<file path="src/design/tse_pkg.sv">
// Shared types and constants for the table search engine.
// No dependencies; imported by every module of the block but tse_ram.
package tse_pkg;

   localparam int POS_BITS       = 12;
   localparam int IDX_BITS       = 11;
   localparam int MODE_BITS      = 2;
   localparam int COUNT_BITS     = 12;
   localparam int CSR_INDEX_BITS = 2;
   localparam int RSP_TDATA_BITS = 32;

   localparam logic CMD_LOAD   = 1'b0;
   localparam logic CMD_SEARCH = 1'b1;

   // modes 2 and 3 both run the binary search
   localparam logic [MODE_BITS-1:0] MODE_UNSORTED    = 2'd0;
   localparam logic [MODE_BITS-1:0] MODE_LOWER_BOUND = 2'd1;

   localparam logic [CSR_INDEX_BITS-1:0] CSR_SEARCH_MODE = 2'd0;
   localparam logic [CSR_INDEX_BITS-1:0] CSR_TABLE_COUNT = 2'd1;

   localparam logic [MODE_BITS-1:0]  SEARCH_MODE_RESET = 2'd0;
   localparam logic [COUNT_BITS-1:0] TABLE_COUNT_RESET = 12'd1;

   typedef enum logic [2:0] {
      ST_IDLE,
      ST_SCAN_ISSUE,
      ST_SCAN,
      ST_BIN_ISSUE,
      ST_BIN_CMP,
      ST_DONE
   } srch_state_type;

   typedef struct packed {
      logic                found;
      logic [POS_BITS-1:0] position;
      logic [POS_BITS-1:0] probe_count;
   } srch_result_type;

endpackage

</file>
<file path="src/design/tse_search.sv">
// Search sequencer: drives table reads and one shared key comparator.
// Depends on tse_pkg; reads the table through the RAM's registered read port.
module tse_search #(
   parameter int KEY_BITS  = 20,
   parameter int ADDR_BITS = 11
) (
   input  logic                              clock,
   input  logic                              reset,
   input  logic                              start,
   input  logic [KEY_BITS-1:0]               key,
   input  logic [tse_pkg::MODE_BITS-1:0]     mode,
   input  logic [tse_pkg::COUNT_BITS-1:0]    count,
   input  logic                              out_free,
   input  logic [KEY_BITS-1:0]               rd_data,
   output logic                              rd_en,
   output logic [ADDR_BITS-1:0]              rd_addr,
   output logic                              idle,
   output logic                              done,
   output tse_pkg::srch_result_type          result
);

   import tse_pkg::*;

   srch_state_type        state_ff, state_in;
   logic [KEY_BITS-1:0]   key_ff, key_in;
   logic [MODE_BITS-1:0]  mode_ff, mode_in;
   logic [COUNT_BITS-1:0] count_ff, count_in;
   logic [COUNT_BITS-1:0] idx_ff, idx_in;
   logic [COUNT_BITS-1:0] lo_ff, lo_in;
   logic [COUNT_BITS-1:0] hi_ff, hi_in;
   logic [COUNT_BITS-1:0] mid_ff, mid_in;
   logic [POS_BITS-1:0]   probe_ff, probe_in;
   logic [POS_BITS-1:0]   pos_ff, pos_in;
   logic                  found_ff, found_in;

   logic                  is_lt, is_eq, scan_stop, scan_last, lo_below_hi;
   logic [COUNT_BITS-1:0] idx_next, mid_calc;

   // the one comparator, shared by all modes
   assign is_lt = rd_data < key_ff;
   assign is_eq = rd_data == key_ff;

   always_comb begin
      case (mode_ff)
         MODE_UNSORTED: scan_stop = is_eq;
         default:       scan_stop = !is_lt;
      endcase
   end

   assign idx_next    = idx_ff + 1'b1;
   assign scan_last   = idx_next == count_ff;
   assign lo_below_hi = lo_ff < hi_ff;
   assign mid_calc    = lo_ff + ((hi_ff - 1'b1 - lo_ff) >> 1);

   // next state
   always_comb begin
      state_in = state_ff;
      unique case (state_ff)
         ST_IDLE: begin
            if (start) begin
               if (mode == MODE_UNSORTED || mode == MODE_LOWER_BOUND) begin
                  state_in = ST_SCAN_ISSUE;
               end else begin
                  state_in = ST_BIN_ISSUE;
               end
            end
         end
         ST_SCAN_ISSUE: begin
            state_in = (count_ff == '0) ? ST_DONE : ST_SCAN;
         end
         ST_SCAN: begin
            if (scan_stop || scan_last) begin
               state_in = ST_DONE;
            end
         end
         ST_BIN_ISSUE: begin
            state_in = lo_below_hi ? ST_BIN_CMP : ST_DONE;
         end
         ST_BIN_CMP: begin
            state_in = is_eq ? ST_DONE : ST_BIN_ISSUE;
         end
         ST_DONE: begin
            if (out_free) begin
               state_in = ST_IDLE;
            end
         end
         default: state_in = ST_IDLE;
      endcase
   end

   // datapath and outputs
   always_comb begin
      key_in   = key_ff;
      mode_in  = mode_ff;
      count_in = count_ff;
      idx_in   = idx_ff;
      lo_in    = lo_ff;
      hi_in    = hi_ff;
      mid_in   = mid_ff;
      probe_in = probe_ff;
      pos_in   = pos_ff;
      found_in = found_ff;
      rd_en    = 1'b0;
      rd_addr  = ADDR_BITS'(idx_ff);
      unique case (state_ff)
         ST_IDLE: begin
            if (start) begin
               key_in   = key;
               mode_in  = mode;
               count_in = count;
               idx_in   = '0;
               lo_in    = '0;
               hi_in    = count;
               probe_in = '0;
               pos_in   = count;
               found_in = 1'b0;
            end
         end
         ST_SCAN_ISSUE: begin
            rd_en = 1'b1;
         end
         ST_SCAN: begin
            // data in hand is entry idx_ff; next entry is read in the same cycle
            if (scan_stop) begin
               found_in = is_eq;
               pos_in   = is_eq ? idx_ff : count_ff;
               probe_in = idx_ff;
            end else if (scan_last) begin
               probe_in = count_ff;
            end else begin
               idx_in  = idx_next;
               rd_en   = 1'b1;
               rd_addr = ADDR_BITS'(idx_next);
            end
         end
         ST_BIN_ISSUE: begin
            if (lo_below_hi) begin
               mid_in  = mid_calc;
               rd_en   = 1'b1;
               rd_addr = ADDR_BITS'(mid_calc);
            end
         end
         ST_BIN_CMP: begin
            probe_in = probe_ff + 1'b1;
            if (is_eq) begin
               found_in = 1'b1;
               pos_in   = mid_ff;
            end else if (is_lt) begin
               lo_in = mid_ff + 1'b1;
            end else begin
               hi_in = mid_ff;
            end
         end
         ST_DONE: begin
         end
         default: begin
         end
      endcase
   end

   always_ff @(posedge clock) begin
      if (reset) begin
         state_ff <= ST_IDLE;
      end else begin
         state_ff <= state_in;
      end
   end

   always_ff @(posedge clock) begin
      key_ff   <= key_in;
      mode_ff  <= mode_in;
      count_ff <= count_in;
      idx_ff   <= idx_in;
      lo_ff    <= lo_in;
      hi_ff    <= hi_in;
      mid_ff   <= mid_in;
      probe_ff <= probe_in;
      pos_ff   <= pos_in;
      found_ff <= found_in;
   end

   assign idle               = state_ff == ST_IDLE;
   assign done               = state_ff == ST_DONE;
   assign result.found       = found_ff;
   assign result.position    = pos_ff;
   assign result.probe_count = probe_ff;

endmodule

</file>
<file path="config.mk">
export PLATFORM = sky130hd
export DESIGN_NAME = tse_search
export DESIGN_NICKNAME = d
export VERILOG_FILES = /design/src/design/tse_pkg.sv /design/src/design/tse_search.sv
export SDC_FILE = /design/constraint.sdc
export NUM_CORES = 1
export LEC_CHECK = 0
export BUFFER_PORTS_ARGS = -buffer_cell sky130_fd_sc_hd__buf_4
export CAP_MARGIN = 20
export CELL_PAD_IN_SITES_DETAIL_PLACEMENT = 0
export CELL_PAD_IN_SITES_GLOBAL_PLACEMENT = 2
export CORE_MARGIN = 3
export CORE_UTILIZATION = 40
export DETAILED_ROUTE_END_ITERATION = 12
export PLACE_DENSITY = 0.9
export SYNTH_ARGS = -nofsm -noshare
export SYNTH_HDL_FRONTEND = slang
export SYNTH_SLANG_ARGS = --single-unit
export TNS_END_PERCENT = 1
</file>
<file path="constraint.sdc">
create_clock -name clock -period 5.85 [get_ports clock]
set_input_delay 0.8775 -clock clock [delete_from_list [all_inputs] [get_ports clock]]
set_output_delay 0.8775 -clock clock [all_outputs]
set_load 0.05 [all_outputs]
</file>
==> impl_results.md, run 1 <==
- Die X-Extent: 139.2 um
- Vias/cell: 5.360
- Fin crit period: 5.236 ns
- Fin Clk Skew: 0.009965 ns
- M1 WL: 8181 um
- Setup TNS: 0 ns
- Final period utilization: 0.8950
- DRC errors left: 0
- Max Root-Sink Buffers: 2
- Crit Path Max Fanout: 5
- Post-DP Area: 8011 um2
- Port-buffer cells: 96
- CP endpoint kind: primary output
- Met3 WL: 763 um
- Synth Area in Compound Gates: 0.1285
- Initial Utilization: 0.4088
- Vias in the first global route: 5,414
- Routed met2 length: 9007 um
- Hold crit path type: reg -> reg
- Crit path DAT: 4.36 ns
- Dpl hpwl: 14,170 um
- Post-synth EDFFs: 107
- Hold path start: lo_ff[11]$_SDFFCE_PP0P_
- Post-CTS Resized: 0
- Asr flop ratio synth: 0
- RSZ-0062 raised after global routing: no
- Seq/Total Area, Yosys: 0.4613
- Total CTS buffers: 9
- Fin. Hold Viols: 0
- Top-count cell post-synth: edfxtp_1
- Worst skew pair latency: 0.35 ns
- Clock Sinks: 110
- Adder-cell share of the synthesized area: 0.1044
- R2R cell count: 14
- Cell row count: 48
- Kind of critical path: reg -> out
- Reg2reg setup slack: 2.11 ns
- Die Y: 139.2 um
- Core ar.: 17,360 um2
- Main flop type after synthesis: edfxtp_1
- Via Count: 5,387
- Simple-gate share of the synthesized area: 0.1534
- Routed wire per std cell: 18.27 um
- FILL cells: 1,606
- Remaining antenna violation count: 0
- CTS tree: yes
- I/O Pins: 97
- Utilization after layout: 0.4796
- H-tree Lvls: 3
- Top sig layer: met4
- Design area: 8324 um2
- Post-synth cell types: 64
- First-pass DRT Iterations: 4
- Yosys top cell area share: 0.4528
- Share of post-route cells with drive strength above 1: 0.1756
- Slew of the pin with the lowest slew margin: 0.8655 ns
- R2R Path Start: lo_ff[1]$_SDFFCE_PP0P_
- FF-to-FF End: mid_ff[10]$_DFFE_PP_
- Setup violations, final: 0
- Crit path required time: 4.97 ns
- CTS root buf: clkbuf_16
- Synthesized cell area: 7096 um2
- Top cells by count, synth: edfxtp_1 (107), nand2_1 (89), ha_1 (56)
- Synthesized flop and latch total: 110
- Max-cap viol count: 0
- PnR worst setup slack: 0.6142 ns
- Pin count of the biggest net entering global routing: 37
- Slew Limit Fails: 0
- Initial antenna violation count: 0
- DR iter-0 viols: 349
- Syn_area_per_cell: 10.25 um2
- GRT overflow: 0
- CTS clk-pin slew, worst paths: 0.08 ns
- Status: finished clean
- Post-CTS Setup Inserts: 0
- Pre-CTS setup slack: 1.014 ns
- Net Count, Synth: 808
- Hold Crit Depth: 1
- Top post-synthesis cells by area: edfxtp_1 (45%), ha_1 (9.9%), nand2_1 (4.7%)
- First-pass GRT wire length: 29,170 um
- Hold Path Sink: mid_ff[11]$_DFFE_PP_
- Relative slew slack: 0.4230
- Fmax: 191.0 MHz
- Post-CTS Hold Buffers: 0
- Mapped Cells: 692
- Post-synthesis xor/xnor area fraction: 0.07300
- CP startpoint kind: flop
- YS warnings: 0
- Mux cell area share after synthesis: 0.02839
- Area Growth Syn to Fin: 17.32%
- RD Place Congestion: 0.8808
- Full die area: 19,370 um2
- Largest family of logic cells by synthesized area: simple AND/OR/NAND/NOR gates
- GRT Util Overall: 0.1890
- # diodes: 0
- Detailed Route WL: 18,360 um
- NumNets Final: 891
- Area leader, netlist: edfxtp_1
[per-stage QoR]
| stage | hold WS (ns) | instances |
|---|---|---|
| after floorplan | 0.5536 | 692 |
| after detailed placement | 0.6024 | 988 |
| after global placement | 0.5991 | 987 |
| final | 0.6341 | 1005 |
| after global routing | 0.6573 | 1005 |
| after CTS | 0.6364 | 1004 |
[cells by family (layout without fill, tap and decap cells)]
family	after synthesis	count (layout)
compound gates	133	133
buf+inv	86	174
flops	110	110
fa+ha+maj	58	58
simple gates	229	229
mux	20	20
xor+xnor	56	56
[layout by cell type (no fill, tap or decap), types with 11 or more instances in the layout]
| master | count |
|---|---|
| edfxtp_1 | 107 |
| buf_4 | 107 |
| nand2_1 | 89 |
| ha_1 | 56 |
| nor2_1 | 54 |
| inv_1 | 50 |
| xnor2_1 | 33 |
| a21oi_1 | 31 |
| xor2_1 | 21 |
| o21ai_0 | 19 |
| mux2i_1 | 18 |
| a31oi_1 | 14 |
| a21o_1 | 12 |
| a221o_1 | 12 |
| nand3_1 | 12 |
| o22ai_1 | 11 |
[cell type report]
class / instances / area (um2) / share of cell area
flip-flops and latches: 110 / 3273 / 0.3932
repair buffers: 107 / 803.3 / 0.09650
inverters: 51 / 191.4 / 0.02300
clock buffers: 9 / 225.2 / 0.02706
multi-input cells: 496 / 3470 / 0.4168
well taps: 225 / 281.5 / 0.03382
clock inverters: 7 / 80.08 / 0.009620
[critical path, stage by stage (launching register included)]
cell	delay (ns)
edfxtp_1	0.48
inv_1	0.08
ha_1	0.32
and3b_1	0.19
o21ai_0	0.17
nand2b_1	0.12
xor2_1	0.16
ha_1	0.31
a21o_1	0.19
a21oi_1	0.24
o21bai_1	0.12
a2111oi_0	0.42
nor3_1	0.15
a221oi_1	0.34
xnor2_1	0.17
a221o_1	0.34
buf_4	0.20
[worst max-delay path by stage]
stage | from | end | slack (ns) | cells after the start
after floorplan | rd_data[7] | rd_addr[6] | 0.97 | 10
after global placement | lo_ff[1]$_SDFFCE_PP0P_ | rd_addr[10] | 1.14 | 16
after detailed placement | lo_ff[1]$_SDFFCE_PP0P_ | rd_addr[10] | 1.01 | 16
after CTS | lo_ff[1]$_SDFFCE_PP0P_ | rd_addr[10] | 0.62 | 16
after global routing | lo_ff[1]$_SDFFCE_PP0P_ | rd_addr[10] | 0.27 | 16
final | lo_ff[1]$_SDFFCE_PP0P_ | rd_addr[10] | 0.61 | 16
[registers in the layout, indices dropped and copies added (netlist names)]
register / cells
count_ff: 12
probe_ff: 12
key_ff: 20
lo_ff: 12
mode_ff: 2
pos_ff: 12
mid_ff: 12
hi_ff: 12
idx_ff: 12
found_ff: 1
state_ff: 3
[layer usage]
metal	vias to the layer above	global-route usage
li1	2683	-
met4	0	0.06076
met1	2562	0.2496
met3	30	0.02448
met2	112	0.3237
met5	-	0
Power of run 1 is not shown: default switching activity piles up to over one toggle a cycle in this logic, so the estimate is an artifact.
==> run 2: changes to the inputs <==
--- a/config.mk
+++ b/config.mk
@@ -10,9 +10,11 @@
 export CELL_PAD_IN_SITES_DETAIL_PLACEMENT = 0
 export CELL_PAD_IN_SITES_GLOBAL_PLACEMENT = 2
 export CORE_MARGIN = 3
-export CORE_UTILIZATION = 40
+export CORE_UTILIZATION = 42
+export CTS_BUF_LIST = sky130_fd_sc_hd__clkbuf_8
 export DETAILED_ROUTE_END_ITERATION = 12
-export PLACE_DENSITY = 0.9
+export MAX_ROUTING_LAYER = met4
+export PLACE_DENSITY = 0.94
 export SYNTH_ARGS = -nofsm -noshare
 export SYNTH_HDL_FRONTEND = slang
 export SYNTH_SLANG_ARGS = --single-unit
==> run 2 against run 1 <==
Compared with the run above:
- critical path type unchanged
- global-route usage rose by 1.6 points
- clock-buffer cell count did not move
- sequential share of layout area rose by 0.65 points
- first-iteration DRC count fell by 19%
- non-clock buffer count did not move
- highest routed layer unchanged
- die area fell by 4.6%
- via count rose by 0.89%
==> impl_results.md, run 2 (synthesized netlist as in run 1, its figures left out) <==
- Status: finished clean
- Dpl hpwl: 13,900 um (-1.9%)
- Share of post-route cells with drive strength above 1: 0.1744 (-0.001282)
- CTS root buf: clkbuf_8
- Fin Clk Skew: 0.01402 ns (+0.004055 ns)
- Fin crit period: 5.181 ns (-0.05464 ns)
- Initial antenna violation count: 0 (unchanged)
- Die Y: 136.0 um (-2.3%)
- Slew of the pin with the lowest slew margin: 1.010 ns (+0.1442 ns)
- Reg area: 3273 um2 (unchanged)
- RSZ-0062 raised after global routing: no
- Max-cap viol count: 0 (unchanged)
- Top reg by flops: key_ff
- CP peak stage delay: 0.50 ns (+0.02 ns)
- Crit path cell chain: inv_1, ha_1, and3b_1, o21ai_0, nand2b_1, a21o_1, a21oi_1, xnor2_1, ha_1, a21oi_1, o21ai_0, a31o_2, a21oi_1, nor2b_1, o311a_1, a221o_1, buf_4
- Area Growth Syn to Fin: 15.41%
- CP startpoint kind: flop
- DRC errors left: 0 (unchanged)
- Final period utilization: 0.8857 (-0.009341)
- Setup violations, final: 0 (unchanged)
- Worst hold slack: 0.6274 ns (-0.006676 ns)
- Layout Cells excl Fill: 996 (-0.90%)
- Max reg flops: 20 (unchanged)
- Via Count: 5,435 (+0.89%)
- DR iter-0 viols: 282 (-19%)
- Relative slew slack: 0.3244 (-0.09864)
- Slowest-stage cell, CP: edfxtp_1
- Crit Path Max Fanout: 5 (unchanged)
- Remaining antenna violation count: 0 (unchanged)
- Crit path DAT: 4.30 ns (-0.06 ns)
- Pin count of the biggest net entering global routing: 37 (unchanged)
- CP top delay family: compound AO/OA/AOI/OAI gates
- GRT Util Overall: 0.2051 (+0.01611)
- Area of the multi-input gates: 3470 um2 (unchanged)
- Post-CTS Resized: 0 (unchanged)
- Crit path required time: 4.97 ns (about the same)
- Routed wire per std cell: 18.13 um (-0.77%)
- NumNets Final: 891 (unchanged)
- CP endpoint kind: primary output
- CTS tree: yes
- CTS clk-pin slew, worst paths: 0.11 ns (+0.03 ns)
- Slew Limit Fails: 0 (unchanged)
- Full die area: 18,490 um2 (-4.6%)
- GRT overflow: 0 (unchanged)
- Commonest non-fill, non-tap cells in the layout: edfxtp_1 (107), buf_4 (107), nand2_1 (89)
- Initial Utilization: 0.4372 (+0.02836)
- Utilization after layout: 0.5045 (+0.02495)
- Port-buffer cells: 96 (unchanged)
- H-tree Lvls: 3 (unchanged)
- Setup TNS: 0 ns (unchanged)
- First-pass GRT wire length: 28,700 um (-1.6%)
- Die X-Extent: 136.0 um (-2.3%)
- Detailed Route WL: 18,060 um (-1.7%)
- Clock Sinks: 110 (unchanged)
- Post-CTS Setup Inserts: 0 (unchanged)
- Core ar.: 16,230 um2 (-6.5%)
- Hold crit path type: reg -> reg
- Fin. Hold Viols: 0 (unchanged)
- Vias/cell: 5.457 (+1.8%)
- Post-CTS Hold Buffers: 0 (unchanged)
- # diodes: 0 (unchanged)
- Buffers & Inverters on Critical Path: 2 (unchanged)
- Total CTS buffers: 9 (unchanged)
- Kind of critical path: reg -> out
- I/O Pins: 97 (unchanged)
- FILL cells: 1,511 (-5.9%)
- Dpl cells: 980 (-0.81%)
- Vias in the first global route: 5,465 (+0.94%)
- Fmax: 193.0 MHz (+1.1%)
- Most used cell, CP: a21oi_1
- Worst skew pair latency: 0.39 ns (+0.04 ns)
- First-pass DRT Iterations: 5 (+1)
- Cell row count: 46 (-4.2%)
- Max Root-Sink Buffers: 2 (unchanged)
- RD Place Congestion: 0.9199 (+4.4%)
[run 2: path summary, 6_finish.rpt]
path                            slack, ns                      to  cells after the start                     from
worst min register to register       0.63      hi_ff[8]$_DFFE_PP_                      2      mid_ff[8]$_DFFE_PP_
worst min-delay path                 0.63      hi_ff[8]$_DFFE_PP_                      2      mid_ff[8]$_DFFE_PP_
worst max-delay path                 0.67              rd_addr[9]                     17   lo_ff[1]$_SDFFCE_PP0P_
worst max register to register       2.15  probe_ff[11]$_DFFE_PP_                      9  idx_ff[0]$_SDFFCE_PN0P_
[run 2: layout make-up]
type                            instances  area share
Inverter                               51     0.02338
Sequential cell                       110      0.3997
Multi-Input combinational cell        496      0.4237
Tap cell                              216     0.03300
Clock buffer                            9     0.01513
Clock inverter                          7    0.007028
Timing Repair Buffer                  107     0.09809
[run 2: worst min-delay path: stages, from the launching register on]
cell and delay [ns]:
edfxtp_1 0.40, nand2_1 0.06, nand2_1 0.07
[run 2: routing by layer]
layer	global-route usage	wire, um
met1	0.2725	8170
met2	0.3272	8768
met3	0.01887	582
met4	0.08063	535
met5	-	0
[run 2: stage by stage]
stage	worst slack (ns)	instance area, um2
after floorplan	0.9689	7096
after global placement	1.127	8000
after detailed placement	1.110	8008
after global routing	0.3251	8189
after CTS	0.6635	8189
final	0.6688	8189
Power of run 2 is left out for the same reason.
